## src/design/smes_pkg.sv

```systemverilog
`timescale 1ns / 1ps
// ----------------------------------------------------------------------------
// smes_pkg: shared types and codes of the sparse matrix entry store
// Request layout, result layout, status codes, register indexes and the
// sequencer states of the back end.
// ----------------------------------------------------------------------------
package smes_pkg;

	localparam int unsigned ROW_W = 10;
	localparam int unsigned COL_W = 10;
	localparam int unsigned VAL_W = 32;
	localparam int unsigned DIM_W = 11;

	// request opcodes
	localparam logic CMD_READ  = 1'b0;
	localparam logic CMD_WRITE = 1'b1;

	// configuration register indexes
	localparam logic REG_NUM_ROWS = 1'b0;
	localparam logic REG_NUM_COLS = 1'b1;

	typedef enum logic [1:0] {
		ST_OK    = 2'd0,
		ST_RANGE = 2'd1,
		ST_FULL  = 2'd2
	} status_t;

	typedef enum logic [1:0] {
		S_CLEAR,
		S_IDLE,
		S_SCAN,
		S_COMMIT
	} state_t;

	// classified request handed from front to back
	typedef struct packed {
		logic                    op;
		logic [ROW_W-1:0]        row;
		logic [COL_W-1:0]        col;
		logic signed [VAL_W-1:0] nv;
		logic                    range_err;
	} cmd_t;

	typedef struct packed {
		logic signed [VAL_W-1:0] value;
		status_t                 status;
	} res_t;

endpackage

```

## src/design/sparse_matrix_entry_store_top.sv

```systemverilog
`timescale 1ns / 1ps
// ----------------------------------------------------------------------------
// sparse_matrix_entry_store_top: bounded store of sparse matrix entries
// Reads, updates, inserts and deletes nonzero entries keyed by row and
// column, with a range check against the programmed matrix size.
// ----------------------------------------------------------------------------
//  channel   handshake        payload
//  request   push / full      cmd, row, col, new_value
//  result    pop / empty      value, status
//  config    cfg_we           cfg_idx, cfg_wdata
//
//  A request leaves the request queue, then its scan reads one slot per cycle
//  through the single read port of the entry memory, which has a registered
//  read, and then it commits once the result queue has room. A match ends the
//  scan early; an out-of-range request skips the scan. After reset a clearing
//  pass over every slot runs, and full stays high until it ends. Two requests
//  and two results can wait on either side, so each side stalls on its own.
// ----------------------------------------------------------------------------
module sparse_matrix_entry_store_top #(
	parameter int unsigned CAPACITY = 64,
	parameter int unsigned MAX_DIM  = 1024
) (
	input  logic                              clk,
	input  logic                              arst_n,
	input  logic                              push,
	output logic                              full,
	input  logic                              cmd,
	input  logic [smes_pkg::ROW_W-1:0]        row,
	input  logic [smes_pkg::COL_W-1:0]        col,
	input  logic signed [smes_pkg::VAL_W-1:0] new_value,
	output logic                              empty,
	input  logic                              pop,
	output logic signed [smes_pkg::VAL_W-1:0] value,
	output logic [1:0]                        status,
	input  logic                              cfg_we,
	input  logic                              cfg_idx,
	input  logic [smes_pkg::DIM_W-1:0]        cfg_wdata
);
	import smes_pkg::*;

	logic cq_valid;
	cmd_t cq_head;
	logic cq_take;
	res_t res_head;
	logic clearing;

	// intake, classification and request queue
	smes_front #(
		.MAX_DIM (MAX_DIM)
	) u_front (
		.clk       (clk),
		.arst_n    (arst_n),
		.push      (push),
		.full      (full),
		.cmd       (cmd),
		.row       (row),
		.col       (col),
		.new_value (new_value),
		.cfg_we    (cfg_we),
		.cfg_idx   (cfg_idx),
		.cfg_wdata (cfg_wdata),
		.clearing  (clearing),
		.cq_valid  (cq_valid),
		.cq_head   (cq_head),
		.cq_take   (cq_take)
	);

	// entry store, scan and result queue
	smes_back #(
		.CAPACITY (CAPACITY)
	) u_back (
		.clk       (clk),
		.arst_n    (arst_n),
		.cq_valid  (cq_valid),
		.cq_head   (cq_head),
		.cq_take   (cq_take),
		.res_empty (empty),
		.res_pop   (pop),
		.res_head  (res_head),
		.clearing  (clearing)
	);

	assign value  = res_head.value;
	assign status = res_head.status;

endmodule

```

## src/design/smes_front.sv

```systemverilog
`timescale 1ns / 1ps
// ----------------------------------------------------------------------------
// smes_front: request intake and classification
// Holds the size registers, checks each request against the live matrix
// size and parks it in a two-entry queue for the back end.
// ----------------------------------------------------------------------------
module smes_front #(
	parameter int unsigned MAX_DIM = 1024
) (
	input  logic                                clk,
	input  logic                                arst_n,
	input  logic                                push,
	output logic                                full,
	input  logic                                cmd,
	input  logic [smes_pkg::ROW_W-1:0]          row,
	input  logic [smes_pkg::COL_W-1:0]          col,
	input  logic signed [smes_pkg::VAL_W-1:0]   new_value,
	input  logic                                cfg_we,
	input  logic                                cfg_idx,
	input  logic [smes_pkg::DIM_W-1:0]          cfg_wdata,
	input  logic                                clearing,
	output logic                                cq_valid,
	output smes_pkg::cmd_t                      cq_head,
	input  logic                                cq_take
);
	import smes_pkg::*;

	localparam int unsigned LW = $clog2(MAX_DIM + 1);
	localparam int unsigned CW = (LW > DIM_W) ? LW : DIM_W;

	logic [DIM_W-1:0] num_rows_q;
	logic [DIM_W-1:0] num_cols_q;
	logic [CW-1:0]    lim_row;
	logic [CW-1:0]    lim_col;
	logic             accept;
	cmd_t             req;
	cmd_t             cq_mem_q [2];
	logic             cq_wp_q;
	logic             cq_rp_q;
	logic [1:0]       cq_cnt_q;

	// size registers
	always_ff @(posedge clk or negedge arst_n) begin
		if (!arst_n) begin
			num_rows_q <= DIM_W'(1024);
			num_cols_q <= DIM_W'(1024);
		end else if (cfg_we) begin
			unique case (cfg_idx)
				REG_NUM_ROWS: num_rows_q <= cfg_wdata;
				REG_NUM_COLS: num_cols_q <= cfg_wdata;
				default: ;
			endcase
		end
	end

	// effective limits, clipped to the built matrix size
	always_comb begin
		lim_row = (CW'(num_rows_q) < CW'(MAX_DIM)) ? CW'(num_rows_q) : CW'(MAX_DIM);
		lim_col = (CW'(num_cols_q) < CW'(MAX_DIM)) ? CW'(num_cols_q) : CW'(MAX_DIM);
	end

	// classify the incoming request
	always_comb begin
		req.op        = cmd;
		req.row       = row;
		req.col       = col;
		req.nv        = new_value;
		req.range_err = (CW'(row) >= lim_row) || (CW'(col) >= lim_col);
	end

	// no requests while the store is being cleared
	assign full     = (cq_cnt_q == 2'd2) || clearing;
	assign accept   = push && !full;
	assign cq_valid = (cq_cnt_q != 2'd0);
	assign cq_head  = cq_mem_q[cq_rp_q];

	// request queue storage
	always_ff @(posedge clk) begin
		if (accept) begin
			cq_mem_q[cq_wp_q] <= req;
		end
	end

	// request queue pointers
	always_ff @(posedge clk or negedge arst_n) begin
		if (!arst_n) begin
			cq_wp_q  <= 1'b0;
			cq_rp_q  <= 1'b0;
			cq_cnt_q <= 2'd0;
		end else begin
			if (accept) begin
				cq_wp_q <= ~cq_wp_q;
			end
			if (cq_take) begin
				cq_rp_q <= ~cq_rp_q;
			end
			cq_cnt_q <= cq_cnt_q + 2'(accept) - 2'(cq_take);
		end
	end

endmodule

```

## src/design/smes_back.sv

```systemverilog
`timescale 1ns / 1ps
// ----------------------------------------------------------------------------
// smes_back: entry store and scan sequencer
// Clears the entry memory after reset, then serves one request at a time by
// scanning the slots for a match and the lowest free slot, commits the
// update and queues the result.
// ----------------------------------------------------------------------------
module smes_back #(
	parameter int unsigned CAPACITY = 64
) (
	input  logic           clk,
	input  logic           arst_n,
	input  logic           cq_valid,
	input  smes_pkg::cmd_t cq_head,
	output logic           cq_take,
	output logic           res_empty,
	input  logic           res_pop,
	output smes_pkg::res_t res_head,
	output logic           clearing
);
	import smes_pkg::*;

	localparam int unsigned AW = (CAPACITY > 1) ? $clog2(CAPACITY) : 1;
	localparam logic [AW-1:0] LAST_IDX = AW'(CAPACITY - 1);
	localparam logic [AW:0]   CAP_CNT  = (AW + 1)'(CAPACITY);

	typedef struct packed {
		logic                    vld;
		logic [ROW_W-1:0]        row;
		logic [COL_W-1:0]        col;
		logic signed [VAL_W-1:0] value;
	} entry_t;

	entry_t                  mem [CAPACITY];
	entry_t                  rdata_s1;
	logic                    look_s1;
	logic [AW-1:0]           lidx_s1;
	state_t                  state_q;
	state_t                  state_d;
	logic [AW:0]             idx_q;
	logic [AW-1:0]           clr_q;
	cmd_t                    cur_q;
	logic                    hit_q;
	logic [AW-1:0]           hit_idx_q;
	logic signed [VAL_W-1:0] old_q;
	logic                    free_q;
	logic [AW-1:0]           free_idx_q;
	res_t                    rq_mem_q [2];
	logic                    rq_wp_q;
	logic                    rq_rp_q;
	logic [1:0]              rq_cnt_q;

	logic                    look_hit;
	logic                    look_free;
	logic                    scan_done;
	logic                    rq_full;
	logic                    rq_pop;
	logic                    rd_en;
	logic                    wr_en;
	logic [AW-1:0]           wr_addr;
	entry_t                  wr_data;
	logic                    rq_push;
	res_t                    res_d;

	// compare the slot read last cycle against the current request
	always_comb begin
		look_hit  = look_s1 && rdata_s1.vld && (rdata_s1.row == cur_q.row)
			&& (rdata_s1.col == cur_q.col);
		look_free = look_s1 && !rdata_s1.vld;
		scan_done = look_hit || (look_s1 && (lidx_s1 == LAST_IDX));
		rq_full   = (rq_cnt_q == 2'd2);
		rq_pop    = res_pop && (rq_cnt_q != 2'd0);
	end

	// sequencer next state
	always_comb begin
		state_d = state_q;
		unique case (state_q)
			S_CLEAR: begin
				if (clr_q == LAST_IDX) begin
					state_d = S_IDLE;
				end
			end
			S_IDLE: begin
				if (cq_valid) begin
					state_d = cq_head.range_err ? S_COMMIT : S_SCAN;
				end
			end
			S_SCAN: begin
				if (scan_done) begin
					state_d = S_COMMIT;
				end
			end
			S_COMMIT: begin
				if (!rq_full) begin
					state_d = S_IDLE;
				end
			end
			default: state_d = S_IDLE;
		endcase
	end

	// sequencer outputs
	always_comb begin
		cq_take      = 1'b0;
		rd_en        = 1'b0;
		wr_en        = 1'b0;
		wr_addr      = '0;
		wr_data      = '0;
		rq_push      = 1'b0;
		res_d.value  = '0;
		res_d.status = ST_OK;
		unique case (state_q)
			S_CLEAR: begin
				wr_en   = 1'b1;
				wr_addr = clr_q;
			end
			S_IDLE: begin
				cq_take = cq_valid;
			end
			S_SCAN: begin
				rd_en = (idx_q < CAP_CNT) && !scan_done;
			end
			S_COMMIT: begin
				if (!rq_full) begin
					rq_push = 1'b1;
					if (cur_q.range_err) begin
						res_d.status = ST_RANGE;
					end else begin
						res_d.value = hit_q ? old_q : '0;
						wr_data.vld   = (cur_q.nv != '0);
						wr_data.row   = cur_q.row;
						wr_data.col   = cur_q.col;
						wr_data.value = cur_q.nv;
						if (cur_q.op == CMD_WRITE) begin
							if (hit_q) begin
								// update, or delete on zero
								wr_en   = 1'b1;
								wr_addr = hit_idx_q;
							end else if (cur_q.nv != '0) begin
								if (free_q) begin
									wr_en   = 1'b1;
									wr_addr = free_idx_q;
								end else begin
									res_d.status = ST_FULL;
								end
							end
						end
					end
				end
			end
			default: ;
		endcase
	end

	// sequencer and scan control registers
	always_ff @(posedge clk or negedge arst_n) begin
		if (!arst_n) begin
			state_q <= S_CLEAR;
			clr_q   <= '0;
			idx_q   <= '0;
			look_s1 <= 1'b0;
			lidx_s1 <= '0;
			hit_q   <= 1'b0;
			free_q  <= 1'b0;
		end else begin
			state_q <= state_d;
			look_s1 <= rd_en;
			lidx_s1 <= idx_q[AW-1:0];
			if (state_q == S_CLEAR) begin
				clr_q <= clr_q + 1'b1;
			end
			if (cq_take) begin
				idx_q  <= '0;
				hit_q  <= 1'b0;
				free_q <= 1'b0;
			end else begin
				if (rd_en) begin
					idx_q <= idx_q + 1'b1;
				end
				if (look_hit) begin
					hit_q <= 1'b1;
				end
				if (look_free) begin
					free_q <= 1'b1;
				end
			end
		end
	end

	// scan payload: current request, matching slot, lowest free slot
	always_ff @(posedge clk) begin
		if (cq_take) begin
			cur_q <= cq_head;
		end
		if (look_hit) begin
			hit_idx_q <= lidx_s1;
			old_q     <= rdata_s1.value;
		end
		if (look_free && !free_q) begin
			free_idx_q <= lidx_s1;
		end
	end

	// entry memory, one write and one registered read per cycle
	always_ff @(posedge clk) begin
		if (wr_en) begin
			mem[wr_addr] <= wr_data;
		end
		if (rd_en) begin
			rdata_s1 <= mem[idx_q[AW-1:0]];
		end
	end

	// result queue storage
	always_ff @(posedge clk) begin
		if (rq_push) begin
			rq_mem_q[rq_wp_q] <= res_d;
		end
	end

	// result queue pointers
	always_ff @(posedge clk or negedge arst_n) begin
		if (!arst_n) begin
			rq_wp_q  <= 1'b0;
			rq_rp_q  <= 1'b0;
			rq_cnt_q <= 2'd0;
		end else begin
			if (rq_push) begin
				rq_wp_q <= ~rq_wp_q;
			end
			if (rq_pop) begin
				rq_rp_q <= ~rq_rp_q;
			end
			rq_cnt_q <= rq_cnt_q + 2'(rq_push) - 2'(rq_pop);
		end
	end

	assign res_empty = (rq_cnt_q == 2'd0);
	assign res_head  = rq_mem_q[rq_rp_q];
	assign clearing  = (state_q == S_CLEAR);

`ifndef SYNTHESIS
	// no request is taken before the clearing pass is over
	a_no_take_clear: assert property (@(posedge clk) disable iff (!arst_n)
		(state_q == S_CLEAR) |-> !cq_take)
		else $error("request taken during clearing pass");

	// a full status only when the scan found neither a match nor a free slot
	a_full_no_slot: assert property (@(posedge clk) disable iff (!arst_n)
		(rq_push && (res_d.status == ST_FULL)) |-> (!hit_q && !free_q))
		else $error("full status with a slot available");

	// scan reads stay inside the store
	a_scan_bound: assert property (@(posedge clk) disable iff (!arst_n)
		rd_en |-> (idx_q < CAP_CNT))
		else $error("scan read beyond capacity");

	// a committed slot write lands on the matched slot when there was a match
	a_hit_target: assert property (@(posedge clk) disable iff (!arst_n)
		(wr_en && (state_q == S_COMMIT) && hit_q) |-> (wr_addr == hit_idx_q))
		else $error("update written to wrong slot");
`endif

endmodule
```

## config.mk

```make
export PLATFORM = sky130hd
export DESIGN_NAME = sparse_matrix_entry_store_top
export DESIGN_NICKNAME = d
export VERILOG_FILES = /design/src/design/smes_pkg.sv /design/src/design/sparse_matrix_entry_store_top.sv /design/src/design/smes_front.sv /design/src/design/smes_back.sv
export SDC_FILE = /design/constraint.sdc
export NUM_CORES = 2
export LEC_CHECK = 0
export ABC_AREA = 0
export ABC_CLOCK_PERIOD_IN_PS = 17400
export BUFFER_PORTS_ARGS = -buffer_cell sky130_fd_sc_hd__buf_4
export CAP_MARGIN = 20
export CORE_ASPECT_RATIO = 0.8
export CORE_MARGIN = 3
export CORE_UTILIZATION = 45
export CTS_BUF_LIST = sky130_fd_sc_hd__clkbuf_8 sky130_fd_sc_hd__clkbuf_16
export DETAILED_ROUTE_END_ITERATION = 8
export GPL_TIMING_DRIVEN = 0
export PLACE_DENSITY = 0.68
export SLEW_MARGIN = 5
export SYNTH_ARGS = -nofsm -noshare
export SYNTH_HDL_FRONTEND = slang
export SYNTH_HIERARCHICAL = 1
export SYNTH_SLANG_ARGS = --single-unit
```

## constraint.sdc

```tcl
create_clock -name clk -period 17.4 [get_ports clk]
set_clock_uncertainty 0.1 [all_clocks]
set_input_delay 3.48 -clock clk [delete_from_list [all_inputs] [get_ports clk]]
set_output_delay 3.48 -clock clk [all_outputs]
set_load 0.03 [all_outputs]
```

==> impl_metrics.prom <==
# TYPE chip_impl_metric gauge
chip_impl_info{name="result_of_the_run",value="finished, final reports clean"} 1
chip_impl_metric{name="yosysSeqAreaShare",unit="%"} 79.31
chip_impl_metric{name="timing.max_cap.violations",unit=""} 0
chip_impl_info{name="critical_path.slowest_cell",value="sky130_fd_sc_hd__buf_1"} 1
chip_impl_metric{name="power.combinational.fraction",unit="%"} 0.6
chip_impl_metric{name="post_synth.cell_area_avg",unit="um2"} 22.88
chip_impl_metric{name="internal_power",unit="mW"} 13.97
chip_impl_metric{name="setup_tns",unit="ps"} 0
chip_impl_metric{name="regToRegSetupSlack",unit="ps"} 11510
chip_impl_metric{name="die_height",unit="um"} 509.4
chip_impl_metric{name="fp.dieArea",unit="um2"} 323500
chip_impl_info{name="synth_commonest_cells",value="3719 x sky130_fd_sc_hd__edfxtp_1, 848 x sky130_fd_sc_hd__mux4_2, 364 x sky130_fd_sc_hd__a22oi_1"} 1
chip_impl_metric{name="final-setup-viol-count",unit=""} 0
chip_impl_info{name="hold_path.class",value="reg -> reg"} 1
chip_impl_info{name="worst-setup-path-type",value="reg -> out"} 1
chip_impl_metric{name="final_routed_wirelength",unit="um"} 397200
chip_impl_info{name="tritoncts",value="done"} 1
chip_impl_metric{name="max_root_sink_buffers",unit=""} 4
chip_impl_metric{name="detailroute.wirelength.met2",unit="um"} 172300
chip_impl_metric{name="pre_cts_ws",unit="ps"} 11940
chip_impl_metric{name="slew-limit-headroom",unit="%"} 13.48
chip_impl_metric{name="ir_worst_vdd",unit="V"} 0.00007588
chip_impl_info{name="startpoint",value="u_back/rq_rp_q"} 1
chip_impl_metric{name="critPathMaxFanout",unit=""} 10
chip_impl_metric{name="p_per_area",unit="nW/um2"} 104.9
chip_impl_metric{name="postCtsSetupRepairBufs",unit=""} 0
chip_impl_metric{name="cts-hold-fix-buffers",unit=""} 0
chip_impl_info{name="worst_setup_ep_type",value="output pin"} 1
chip_impl_metric{name="fp-row-count",unit=""} 184
chip_impl_metric{name="fin_util",unit="%"} 52.45
chip_impl_metric{name="post_cts_resize_count",unit=""} 0
chip_impl_metric{name="first_global_vias",unit=""} 71470
chip_impl_metric{name="worstSkewPairLatency",unit="ps"} 910
chip_impl_metric{name="gp_routability_congestion",unit=""} 0.8804
chip_impl_metric{name="sw_share",unit="%"} 19.27
chip_impl_metric{name="antenna_violating_nets_post_route",unit=""} 0
chip_impl_metric{name="avgViaCountPerCell",unit=""} 6.378
chip_impl_metric{name="synth_seq_cells",unit=""} 3773
chip_impl_info{name="synth.area.top_cells",value="sky130_fd_sc_hd__edfxtp_1 78%, sky130_fd_sc_hd__mux4_2 13%, sky130_fd_sc_hd__a22oi_1 1.9%, sky130_fd_sc_hd__dfrtp_1 0.91%, sky130_fd_sc_hd__a21oi_1 0.69%"} 1
chip_impl_metric{name="number_of_inserted_filler_cells_in_the_final_layout",unit=""} 23360
chip_impl_metric{name="hpwl_after_detailed_placement",unit="um"} 274400
chip_impl_info{name="worst_r2r_startpoint",value="u_back/cur_q[26]"} 1
chip_impl_info{name="critPathTopFamily",value="buffers and inverters"} 1
chip_impl_metric{name="postLayoutSetupSlackWorst",unit="ps"} 11160
chip_impl_info{name="yosysTopAreaCell",value="sky130_fd_sc_hd__edfxtp_1"} 1
chip_impl_metric{name="critical_path.max_stage_delay",unit="ps"} 530
chip_impl_metric{name="r2r.worst_path.cells",unit=""} 7
chip_impl_metric{name="synth.cell_area",unit="um2"} 142500
chip_impl_metric{name="dpl.cell_count",unit=""} 10770
chip_impl_metric{name="worst_setup_hold_path_clk_slew",unit="ps"} 70
chip_impl_metric{name="count_of_input_and_output_buffers",unit=""} 105
chip_impl_metric{name="die_x",unit="um"} 635.2
chip_impl_metric{name="first_iter_violations",unit=""} 11810
chip_impl_metric{name="fin_cells",unit=""} 11410
chip_impl_metric{name="synth_net_count",unit=""} 6330
chip_impl_info{name="timing.critical_path.cells",value="clkbuf_1 > buf_1 > mux2_2 > buf_4"} 1
chip_impl_metric{name="grt_antenna_before_repair",unit=""} 35
chip_impl_metric{name="dpl-instance-area",unit="um2"} 154100
chip_impl_info{name="uppermost_signal_routing_layer_after_detailed_routing",value="met5"} 1
chip_impl_metric{name="synth_top_area_share",unit="%"} 78.36
chip_impl_metric{name="ios",unit=""} 106
chip_impl_info{name="min_to",value="u_back/lidx_s1[3]"} 1
chip_impl_metric{name="timing.critical_path.buf_inv",unit=""} 3
chip_impl_metric{name="cts_inserted_buffers",unit=""} 343
chip_impl_metric{name="met3_length",unit="um"} 60710
chip_impl_metric{name="drc",unit=""} 0
chip_impl_info{name="worst_r2r_endpoint",value="u_back/mem[15][26]"} 1
chip_impl_metric{name="synth_edf_count",unit=""} 3719
chip_impl_info{name="setup_repair_after_global_routing_missed_its_margin",value="no"} 1
chip_impl_metric{name="hold_viol_final",unit=""} 0
chip_impl_metric{name="finalPower",unit="mW"} 17.31
chip_impl_metric{name="fin_worst_hold_slack",unit="ps"} 284.8
chip_impl_metric{name="cellLeakagePower",unit="nW"} 41.89
chip_impl_metric{name="drt_pass1_iterations",unit=""} 8
chip_impl_metric{name="grtUsageTotal",unit="%"} 24.36
chip_impl_metric{name="flow.area_growth_from_synthesis",unit="%"} 15.82
chip_impl_metric{name="globalRouteOverflowTotal",unit=""} 0
chip_impl_metric{name="grt_start_max_net_pins",unit=""} 65
chip_impl_metric{name="clockPowerShare",unit="%"} 42.5
chip_impl_metric{name="crit_arrival",unit="ps"} 2660
chip_impl_metric{name="floorplan.initialDensity",unit="%"} 45.29
chip_impl_metric{name="grt_first_pass_wirelength",unit="um"} 553500
chip_impl_metric{name="clkSinkCount",unit=""} 3773
chip_impl_info{name="crit_path_start_kind",value="flip-flop"} 1
chip_impl_metric{name="h-tree-depth",unit=""} 5
chip_impl_metric{name="finalCriticalPeriod",unit="ps"} 6244
chip_impl_metric{name="drive_gt1_share",unit="%"} 27.91
chip_impl_metric{name="drv_slew",unit=""} 0
chip_impl_metric{name="worst-endpoint-required",unit="ps"} 13820
chip_impl_metric{name="layout.nets",unit=""} 7037
chip_impl_metric{name="avgRoutedWirePerCell",unit="um"} 34.82
chip_impl_metric{name="post-route-cell-area",unit="um2"} 165100
chip_impl_metric{name="post_synth_num_cell_types",unit=""} 62
chip_impl_info{name="yosysMostFrequentCell",value="sky130_fd_sc_hd__edfxtp_1"} 1
chip_impl_info{name="synth-main-ff-cell",value="sky130_fd_sc_hd__edfxtp_1"} 1
chip_impl_info{name="cts-root-buf",value="sky130_fd_sc_hd__clkbuf_16"} 1
chip_impl_metric{name="seqPwrFrac",unit="%"} 56.9
chip_impl_metric{name="detailroute.via_count",unit=""} 72760
chip_impl_metric{name="worst-slew-pin-transition",unit="ps"} 1298
chip_impl_metric{name="final.period_utilization",unit="%"} 35.88
chip_impl_metric{name="yosys_warnings",unit=""} 6
chip_impl_metric{name="p_sw",unit="mW"} 3.335
chip_impl_metric{name="wirelength_met1",unit="um"} 147900
chip_impl_metric{name="ys_async_sr_fraction",unit="%"} 1.431
chip_impl_metric{name="holdPathStages",unit=""} 0
chip_impl_info{name="worstHoldStart",value="u_back/idx_q[3]"} 1
chip_impl_metric{name="fp.coreArea",unit="um2"} 314700
chip_impl_metric{name="netlist_instances",unit=""} 6230
chip_impl_metric{name="maxClockFrequency",unit="MHz"} 160.2
==> area by class of cell <==
type	count	area [um2]	share of cell area, %
antenna	23	57.56	0.03487
tap	4185	5236	3.172
buffer	339	1460	0.8846
clock buffer	359	8882	5.381
clock inverter	250	1924	1.166
multi-input combinational	2098	28560	17.30
inverter	20	77.57	0.04700
sequential	3773	113000	68.48
timing repair buffer	362	5841	3.538
==> cell usage in the layout, fill, tap and decap left out, types with 31 or more instances in the layout <==
cell type / n
sky130_fd_sc_hd__dfrtp_1: 52
sky130_fd_sc_hd__nor2_4: 64
sky130_fd_sc_hd__nand2_1: 45
sky130_fd_sc_hd__clkbuf_16: 350
sky130_fd_sc_hd__buf_12: 169
sky130_fd_sc_hd__buf_1: 66
sky130_fd_sc_hd__clkinv_1: 66
sky130_fd_sc_hd__mux2_1: 60
sky130_fd_sc_hd__mux4_2: 848
sky130_fd_sc_hd__a21oi_1: 196
sky130_fd_sc_hd__mux2_2: 52
sky130_fd_sc_hd__edfxtp_1: 3719
sky130_fd_sc_hd__buf_16: 40
sky130_fd_sc_hd__clkbuf_1: 145
sky130_fd_sc_hd__or4_1: 48
sky130_fd_sc_hd__inv_1: 86
sky130_fd_sc_hd__buf_2: 109
sky130_fd_sc_hd__and2_2: 53
sky130_fd_sc_hd__buf_4: 126
sky130_fd_sc_hd__clkinv_2: 59
sky130_fd_sc_hd__a22oi_1: 364
sky130_fd_sc_hd__xnor2_1: 31
sky130_fd_sc_hd__and3_1: 36
==> cell families after synthesis <==
kind of cell	count (synthesis)	synth area share (%)
AND/OR/NAND/NOR	380	1.507
buffers and inverters	359	1.064
XOR/XNOR	34	0.2089
flip-flops	3773	79.31
adder cells (fa/ha/maj)	30	0.2634
multiplexers	989	14.49
AO/OA/AOI/OAI	665	3.159
==> flip-flops by register name, indices dropped and copies added (netlist names) <==
signal / flops
u_back/mem: 3392
u_front/cq_mem_q: 108
u_back/rq_mem_q: 68
u_back/cur_q: 54
u_back/rdata_s1: 53
u_back/old_q: 32
u_front/num_cols_q: 11
u_front/num_rows_q: 11
u_back/idx_q: 7
u_back/clr_q: 6
u_back/free_idx_q: 6
u_back/hit_idx_q: 6
u_back/lidx_s1: 6
u_back/rq_cnt_q: 2
u_back/state_q: 2
u_front/cq_cnt_q: 2
u_back/free_q: 1
u_back/hit_q: 1
u_back/look_s1: 1
u_back/rq_rp_q: 1
u_back/rq_wp_q: 1
u_front/cq_rp_q: 1
u_front/cq_wp_q: 1
==> per-layer routing <==
metal	track usage, %	vias up
li1	-	28070
met4	8.740	20
met2	35.07	5452
met1	34.07	38360
met3	9.235	863
met5	0.05784	-
==> how the worst max path moves through the flow <==
stage	depth (start not counted)	end	slack, ps
3_5_place_dp	7	u_back/mem[51][30]	11940
4_1_cts	4	value[19]	11070
3_3_place_gp	6	u_back/mem[6][24]	3440
5_1_grt	4	value[19]	10980
6_report	4	value[19]	11160
2_1_floorplan	2	u_front/cq_mem_q[0][0]	11000
==> power groups by stage <==
| stage | logic, mW | clock network, mW | registers (mW) |
|---|---|---|---|
| after CTS | 0.111 | 7.43 | 9.85 |
| after floorplan | 0.0693 | 0 | 10.0 |
| after detailed placement | 0.110 | 0 | 10.0 |
| final | 0.110 | 7.35 | 9.85 |
| after global placement | 0.108 | 0 | 10.0 |
| after global routing | 0.120 | 7.80 | 9.84 |
Power figures use the tool's default switching activity.
